--- config.mk ---
export PLATFORM = sky130hd
export DESIGN_NAME = nntt_isqrt
export DESIGN_NICKNAME = d
export VERILOG_FILES = /design/src/design/nntt_pkg.sv /design/src/design/nntt_isqrt.sv
export SDC_FILE = /design/constraint.sdc
export NUM_CORES = 1
export LEC_CHECK = 0
export BUFFER_PORTS_ARGS = -buffer_cell sky130_fd_sc_hd__buf_2
export CORE_ASPECT_RATIO = 0.8
export CORE_MARGIN = 2
export CORE_UTILIZATION = 56
export CTS_CLUSTER_SIZE = 28
export DETAILED_ROUTE_END_ITERATION = 8
export GPL_ROUTABILITY_DRIVEN = 0
export GPL_TIMING_DRIVEN = 0
export PLACE_DENSITY = 0.78
export SYNTH_ARGS = -nofsm -noshare
export SYNTH_HDL_FRONTEND = slang
export SYNTH_SLANG_ARGS = --single-unit
--- constraint.sdc ---
create_clock -name aclk -period 5.2 [get_ports aclk]
set_clock_uncertainty 0.2 [all_clocks]
set_input_delay 1.04 -clock aclk [delete_from_list [all_inputs] [get_ports aclk]]
set_output_delay 1.04 -clock aclk [all_outputs]
set_load 0.01 [all_outputs]
--- src/design/nntt_pkg.sv ---
`timescale 1ns / 1ps
// ---------------------------------------------------------------------------
// nntt_pkg
// Types and constants shared by the nearest-neighbour track table.
// ---------------------------------------------------------------------------
package nntt_pkg;

    localparam int COORD_BITS = 13;
    localparam int ID_W   = 16;
    localparam int STEP_W = 14;
    localparam int DIST_W = 32;
    localparam int SPD_W  = 16;
    localparam int CNT_W  = 6;
    localparam int MISS_W = 8;
    localparam int CFG_IDX_W = 2;
    localparam int CFG_DATA_W = 16;

    localparam logic [CFG_IDX_W-1:0] REG_GATE  = 2'd0;
    localparam logic [CFG_IDX_W-1:0] REG_MISS  = 2'd1;
    localparam logic [CFG_IDX_W-1:0] REG_MMQ8  = 2'd2;
    localparam logic [CFG_IDX_W-1:0] REG_SPDQ8 = 2'd3;

    localparam logic OP_DET = 1'b0;
    localparam logic OP_EOF = 1'b1;

    typedef struct packed {
        logic                  opcode;
        logic [COORD_BITS-1:0] centre_x;
        logic [COORD_BITS-1:0] centre_y;
    } in_item_t;

    typedef struct packed {
        logic              result_kind;
        logic [ID_W-1:0]   track_id;
        logic              opened_new;
        logic              no_slot;
        logic [STEP_W-1:0] step_units;
        logic [DIST_W-1:0] distance_mm;
        logic [SPD_W-1:0]  speed_centi_kmh;
        logic [CNT_W-1:0]  live_tracks;
        logic [CNT_W-1:0]  dropped_tracks;
    } out_item_t;

    // start/done handshake to the square root unit
    typedef struct packed {
        logic start;
        logic busy;
        logic done;
    } sqrt_ctl_t;

endpackage

--- src/design/nntt_isqrt.sv ---
`timescale 1ns / 1ps
// ---------------------------------------------------------------------------
// nntt_isqrt
// Bit-serial floor square root, one result bit per cycle.
// ---------------------------------------------------------------------------
module nntt_isqrt import nntt_pkg::*; #(
    parameter int IN_W = 28
) (
    input  logic                aclk,
    input  logic                aresetn,
    input  logic                start,
    input  logic [IN_W-1:0]     radicand,
    output sqrt_ctl_t           ctl,
    output logic [IN_W/2-1:0]   root
);
    localparam int RW = IN_W / 2;
    localparam int CW = $clog2(RW + 1);

    logic [IN_W-1:0] rem_reg, rem_next;
    logic [IN_W-1:0] res_reg, res_next;
    logic [IN_W-1:0] bit_reg, bit_next;
    logic [CW-1:0]   cnt_reg, cnt_next;
    logic            busy_reg, busy_next, done_reg, done_next;

    always_comb begin
        rem_next  = rem_reg;
        res_next  = res_reg;
        bit_next  = bit_reg;
        cnt_next  = cnt_reg;
        busy_next = busy_reg;
        done_next = 1'b0;
        if (start) begin
            rem_next  = radicand;
            res_next  = '0;
            bit_next  = {2'b01, {(IN_W-2){1'b0}}};
            cnt_next  = CW'(RW);
            busy_next = 1'b1;
        end else if (busy_reg) begin
            if (rem_reg >= res_reg + bit_reg) begin
                rem_next = rem_reg - (res_reg + bit_reg);
                res_next = (res_reg >> 1) + bit_reg;
            end else begin
                res_next = res_reg >> 1;
            end
            bit_next = bit_reg >> 2;
            cnt_next = cnt_reg - 1'b1;
            if (cnt_reg == CW'(1)) begin
                busy_next = 1'b0;
                done_next = 1'b1;
            end
        end
    end

    always_ff @(posedge aclk) begin
        rem_reg <= rem_next;
        res_reg <= res_next;
        bit_reg <= bit_next;
        cnt_reg <= cnt_next;
        if (!aresetn) begin
            busy_reg <= 1'b0;
            done_reg <= 1'b0;
        end else begin
            busy_reg <= busy_next;
            done_reg <= done_next;
        end
    end

    assign ctl.start = start;
    assign ctl.busy  = busy_reg;
    assign ctl.done  = done_reg;
    assign root      = res_reg[RW-1:0];

`ifndef NO_ASSERTIONS
    a_no_restart: assert property (@(posedge aclk) disable iff (!aresetn)
        busy_reg |-> !start) else $error("sqrt restarted while busy");
    a_done_after_busy: assert property (@(posedge aclk) disable iff (!aresetn)
        done_reg |-> $past(busy_reg)) else $error("sqrt done without work");
    a_not_both: assert property (@(posedge aclk) disable iff (!aresetn)
        !(done_reg && busy_reg)) else $error("sqrt done while busy");
`endif

endmodule

==> impl_metrics.ini, run 1 <==
[logic_synthesis]
synth_edf_count = 28
ys_types = 65
yosys.area.top_type = dfxtp_1
synthArstFlopShare_pct = 0
netlist_instances = 793
yosys.area.top_type_share_pct = 14.9
syn_avg_cell_area_sq_um = 8.13
syn_area_sq_um = 6440
ys_seq_elements = 76
synthTopCellsByArea = dfxtp_1 15%, edfxtp_1 13%, ha_1 12%
yosysSeqAreaShare_pct = 28.0
synth.yosys.warnings = 0
synth_ff_type = dfxtp_1
syn_nets = 885

[min_path]
min_path_type = reg2reg
worstHoldStart = cnt_reg[3]
hold_end = cnt_reg[3]
hold_depth = 2

[detailed_routing]
drc_errors = 0
wl_met1_um = 8510
wl_met3_um = 1650
routed.top_layer = met4
wl_um = 19100
drt-initial-drc-count = 568
drt.antenna.violating_nets = 0
routed-via-count = 6532
wl_met2_um = 8400
wl_per_cell_um = 18.8
dr.pass1.iters = 6
post_drt_via_cell_ratio = 6.44

[worst_setup_path]
arrival_ns = 5.23
start_kind = register
worstPathRequired_ns = 5.24
reg2reg_depth = 19
rrSetupSlack_ns = 0.008
crit_path_end_kind = register
worstReg2RegStart = bit_reg[4]
reg2reg_to = res_reg[15]
cp_max_fo = 10
critPathKind = reg2reg

[cells_and_area]
area_delta_synth_final_pct = 15.6
drive_gt1_share_pct = 17.8
nNetsFinal = 954
n_antenna_cell = 0
fill_cells = 970

[clock_network]
clkLatencyLatePin_ns = 0.35
clk_path_buf_depth = 2
cts-root-buf = clkbuf_16
tritoncts.num_buffers = 9
tritoncts = done
hold_buffers = 0
cts_htree_levels = 3
clock_sinks = 76
path_clk_slew_ns = 0.06

[timing]
finalCriticalPeriod_ns = 5.19
setup_ws_ns = 0.00826
hold_violations = 0
max_slew.worst_pin.slew_ns = 1.33
slew_headroom_pct = 11.0
final-setup-viol-count = 0
fin_crit_sh_pct = 99.8
max_freq_ghz = 0.193
holdWs_ns = 0.304
slew_violations = 0

[floorplan]
die_area_sq_um = 12400
dieWidth_um = 124
ios = 48
rows = 35
die_h_um = 100
initial_utilization_pct = 56.6
coreArea_sq_um = 11400

[power]
switching_power_mw = 1.40
pwr-share-comb_pct = 53.3
p_per_area_nw_per_um2 = 438
p_seq_share_pct = 26.5
p_int_mw = 1.86
irDropWorstVdd_v = 0.000281
leakagePower_nw = 2.98
swShare_pct = 42.9
p_clk_share_pct = 20.2

[global_routing]
grt-ovfl-total = 0
grt_pass1_vias = 6106
grt_pass1_wl_um = 30000
antenna_found_initial = 0
grt_max_degree = 14
grtUsageTotal_pct = 30.9

[place]
place_ws_ns = -1.51
port_buffers = 46
dpl.hpwl_um = 13600

[status]
status = complete, no violations

[flow_run]
max_cap_violations = 0
## cells by family (layout without fill, tap and decap cells)
family / count (synthesis) / after routing / synth area share, %
AO/OA/AOI/OAI: 248 / 248 / 25.2
multiplexers: 21 / 21 / 3.40
XOR/XNOR: 52 / 52 / 7.07
adder cells (fa/ha/maj): 61 / 61 / 12.0
AND/OR/NAND/NOR: 260 / 263 / 18.6
flip-flops: 76 / 76 / 28.0
buffers and inverters: 75 / 146 / 5.82
## power by group through the flow
stage / registers (mW) / logic (mW) / clock network (mW)
final: 0.864 / 1.74 / 0.659
after CTS: 0.859 / 1.66 / 0.659
after detailed placement: 0.871 / 1.61 / 0
after floorplan: 0.839 / 1.26 / 0
after global routing: 0.877 / 1.90 / 0.684
after global placement: 0.867 / 1.56 / 0
## synthesized netlist by cell type (all sizes together), types with 5 or more instances
library cell / n
o31ai: 10
xnor2: 25
o21a: 10
a211oi: 7
o211ai: 8
a31oi: 40
buf: 29
clkbuf: 22
dfxtp: 48
ha: 60
nand4: 15
mux2: 7
edfxtp: 28
a31o: 6
nor3b: 5
a21oi: 45
nor3: 8
o21ai: 70
o21bai: 5
nor2: 91
and3: 7
mux2i: 14
nand2b: 6
inv: 24
a21o: 11
nand3: 14
xor2: 27
nand2: 81
or3: 11
a311oi: 13
nor2b: 9
## layout by cell type, fill, tap and decap left out, drive strengths merged, types with 4 or more instances in the layout
cell / Yosys / final
nor2: 91 / 91
buf: 29 / 86
nand2: 81 / 84
o21ai: 70 / 70
ha: 60 / 60
dfxtp: 48 / 48
a21oi: 45 / 45
a31oi: 40 / 40
clkbuf: 22 / 30
edfxtp: 28 / 28
xor2: 27 / 27
inv: 24 / 26
xnor2: 25 / 25
nand4: 15 / 15
mux2i: 14 / 14
nand3: 14 / 14
a311oi: 13 / 13
or3: 11 / 11
a21o: 11 / 11
o21a: 10 / 10
o31ai: 10 / 10
nor2b: 9 / 9
nor3: 8 / 8
o211ai: 8 / 8
mux2: 7 / 7
and3: 7 / 7
a211oi: 7 / 7
a31o: 6 / 6
nand2b: 6 / 6
o21bai: 5 / 5
nor3b: 5 / 5
and2: 4 / 4
o311ai: 4 / 4
## layout make-up
cell class              count  area, sq um  share of cell area, %
well taps                 148          185                   2.49
clock buffers              10          239                   3.21
flip-flops and latches     76         1810                   24.2
multi-input cells         645         4480                   60.1
inverters                  24         90.1                   1.21
clock inverters             6         61.3                  0.823
repair buffers             56          305                   4.10
plain buffers              50          285                   3.83
## critical path, stage by stage (launching register included)
cell and delay [ns]:
dfxtp_1 0.35, ha_2 0.40, a211oi_2 0.10, a211oi_2 0.27
a31oi_2 0.18, o21bai_2 0.26, a31oi_4 0.15, o31ai_4 0.28
a31oi_1 0.14, xor2_1 0.18, ha_2 0.36, nand4_1 0.22
nor4_2 0.27, nand4_1 0.24, a21oi_2 0.26, o21ai_2 0.15
and3_4 0.25, buf_6 0.15, or3_1 0.37, a311oi_1 0.31
## how the worst max path moves through the flow
stage          cells after the start        from  slack [ns]          end
2_1_floorplan                     19  res_reg[2]       0.009   rem_reg[0]
3_5_place_dp                      19  res_reg[2]       -1.51   rem_reg[5]
4_1_cts                           19  res_reg[4]        0.03  res_reg[15]
5_1_grt                           19  bit_reg[4]       -0.10  res_reg[15]
3_3_place_gp                      19  res_reg[2]       -1.38   rem_reg[8]
6_report                          19  bit_reg[4]       0.008  res_reg[15]
## metal layers
metal | GRT usage, % | vias up
li1 | - | 3073
met1 | 41.6 | 3037
met2 | 49.0 | 369
met3 | 5.80 | 53
met4 | 12.4 | 0
met5 | 0 | -
## metrics by stage
stage	util (%)	cell area [sq um]	instances	TNS, ns	power, mW
after floorplan	-	6440	793	0	2.10
after global placement	60.3	6860	987	-41.54	2.43
after detailed placement	60.3	6860	987	-46.37	2.48
after CTS	64.1	7290	1010	0	3.18
after global routing	65.4	7450	1015	-2.22	3.46
final	65.4	7450	1015	0	3.26
## repair_timing
item                       in CTS  in global routing
hold endpoints to repair        0                  0
cloned                          3                  0
pin swaps                       4                  8
setup buffers                   4                  6
setup endpoints to repair      54                 55
gates resized for setup        17                 24
Power figures use the tool's default switching activity.
==> run 2, diff against run 1 <==
--- a/config.mk
+++ b/config.mk
@@ -7,13 +7,13 @@
 export LEC_CHECK = 0
 export BUFFER_PORTS_ARGS = -buffer_cell sky130_fd_sc_hd__buf_2
 export CORE_ASPECT_RATIO = 0.8
-export CORE_MARGIN = 2
-export CORE_UTILIZATION = 56
+export CORE_MARGIN = 3
+export CORE_UTILIZATION = 57
+export CTS_BUF_LIST = sky130_fd_sc_hd__clkbuf_8
 export CTS_CLUSTER_SIZE = 28
 export DETAILED_ROUTE_END_ITERATION = 8
 export GPL_ROUTABILITY_DRIVEN = 0
-export GPL_TIMING_DRIVEN = 0
-export PLACE_DENSITY = 0.78
+export PLACE_DENSITY = 0.79
 export SYNTH_ARGS = -nofsm -noshare
 export SYNTH_HDL_FRONTEND = slang
 export SYNTH_SLANG_ARGS = --single-unit
==> run 2 against run 1 <==
  * Global-route usage down 6.1 points
  * Die area up 1.9%
  * First-iteration DRC count down 7.7%
  * Final cell count down 5.4%
  * Count of clock-buffer cells in the layout down 1
  * Clock power down 33%
  * Non-clock buffer count down 49
  * Utilization down 2.4 points
  * Routed wire length down 15%
  * Sequential share of layout area up 1.9 points
  * Sequential power up 0.8%
  * Critical path type unchanged
  * Highest routed layer unchanged
==> impl_metrics.ini, run 2 (synthesis results as in run 1) <==
[worst_setup_path]
crit_path_end_kind = register
rrSetupSlack_ns = 0.12
cp_max_fo = 14
worstReg2RegStart = res_reg[4]
start_kind = register
arrival_ns = 5.16
worstPathRequired_ns = 5.29
reg2reg_depth = 17
critPathKind = reg2reg
reg2reg_to = res_reg[25]

[clock_network]
cts_htree_levels = 3
path_clk_slew_ns = 0.09
tritoncts = done
post_cts_buffers = 0
clk_path_buf_depth = 2
tritoncts.num_buffers = 9
cts-root-buf = clkbuf_8
clkLatencyLatePin_ns = 0.38
clock_sinks = 76

[power]
irDropWorstVdd_v = 0.000259
leakagePower_nw = 2.73
power_mw = 2.91
p_per_area_nw_per_um2 = 422

[detailed_routing]
post_drt_via_cell_ratio = 6.35
drt-initial-drc-count = 524
wl_um = 16300
drc_errors = 0
routed-via-count = 6093
dr.pass1.iters = 5
wl_per_cell_um = 16.9
drt.antenna.violating_nets = 0

[cells_and_area]
layout_common_cells = 91 x nor2_1, 81 x nand2_1, 67 x o21ai_0
fin_area_sq_um = 6900
area_delta_synth_final_pct = 7.01
stdcell_count = 960
n_antenna_cell = 0
multi_input_area_sq_um = 4320
drive_gt1_share_pct = 13.5
final_util_pct = 63.1
seq_area_sq_um = 1800
nNetsFinal = 903
layout_commonest_cell = nor2_1
fill_cells = 941

[place]
dpl.hpwl_um = 11800
placed_area_sq_um = 6660
dp.cells = 943
port_buffers = 47

[min_path]
min_path_type = reg2reg
worstHoldStart = cnt_reg[3]
hold_depth = 2
hold_end = cnt_reg[3]

[floorplan]
die_h_um = 101
rows = 34
ios = 48
dieWidth_um = 125
initial_utilization_pct = 58.9
coreArea_sq_um = 10900
die_area_sq_um = 12600

[global_routing]
grt_max_degree = 92
grt_pass1_vias = 5424
antenna_found_initial = 0
grt_pass1_wl_um = 26000
grt-ovfl-total = 0
grtUsageTotal_pct = 24.8

[timing]
slew_headroom_pct = 39.1
hold_violations = 0
max_freq_ghz = 0.197
finalCriticalPeriod_ns = 5.08
slew_violations = 0
fin_crit_sh_pct = 97.6
max_slew.worst_pin.slew_ns = 0.913
final-setup-viol-count = 0
holdWs_ns = 0.310

[status]
status = complete, no violations

[flow_run]
max_cap_violations = 0
==> run 2: changes by cell type in the layout (fill, tap and decap cells not counted), moves of 3 or more <==
cell,change
nand2_4,-3
buf_1,-5
clkbuf_8,+8
clkbuf_16,-9
clkbuf_1,-19
clkinvlp_4,+3
ha_2,-4
ha_1,+5
buf_4,-22
a31oi_4,-3
==> run 2: worst max-delay path, cell delays in order, from the launching register on <==
cell,delay (ns)
dfxtp_1,0.37
ha_1,0.37
a211oi_1,0.12
a211oi_2,0.32
a31oi_2,0.18
o21bai_2,0.29
a31oi_2,0.18
o311ai_1,0.44
nand2_1,0.12
xor2_1,0.15
ha_1,0.41
and3_1,0.23
nor2b_1,0.34
a21o_1,0.21
o21ai_2,0.11
and3_2,0.32
or3_1,0.37
a311oi_1,0.25
==> run 2: repair_timing <==
action	in CTS	in global routing
endpoints found under the hold margin	0	0
endpoints found under the setup margin	0	55
resized for setup	0	8
hold buffers	0	0
==> run 2: report_power, final <==
| group | total (mW) | leakage, nW | switching (mW) | internal [mW] |
|---|---|---|---|---|
| Sequential | 0.871 | 0.674 | 0.0995 | 0.772 |
| Combinational | 1.60 | 1.97 | 0.963 | 0.635 |
| Clock | 0.442 | 0.0844 | 0.262 | 0.180 |
| Total | 2.91 | 2.73 | 1.32 | 1.59 |
==> run 2: how the worst max path moves through the flow <==
stage	startpoint	endpoint	slack [ns]	depth (start not counted)
floorplan	res_reg[2]	rem_reg[0]	0.009	19
global placement	bit_reg[2]	res_reg[9]	0.30	18
detailed placement	bit_reg[2]	res_reg[21]	0.10	18
CTS	bit_reg[2]	res_reg[15]	0.06	18
global route	res_reg[4]	res_reg[7]	-0.05	18
finish	res_reg[4]	res_reg[25]	0.12	17
==> run 2: layer usage <==
| metal | GRT usage (%) | share of wire (%) | vias up |
|---|---|---|---|
| met2 | 40.9 | 46 | 245 |
| met4 | 7.17 | 1.8 | 0 |
| met5 | 0 | 0 | - |
| met3 | 4.87 | 7.5 | 37 |
| li1 | - | - | 2949 |
| met1 | 33.5 | 45 | 2862 |
==> run 2: through the flow <==
| step | setup TNS (ns) | setup slack, ns |
|---|---|---|
| after global routing | -0.268 | -0.0507 |
| after CTS | 0 | 0.0553 |
| after global placement | 0 | 0.300 |
| after floorplan | 0 | 0.00913 |
| final | 0 | 0.124 |
| after detailed placement | 0 | 0.100 |
==> run 2: layout make-up <==
cell class | instances | area share, %
inverter | 24 | 1.31
clock buffer | 9 | 1.80
clock inverter | 7 | 0.871
tap | 144 | 2.61
timing repair buffer | 57 | 4.68
sequential | 76 | 26.1
multi-input combinational | 643 | 62.6
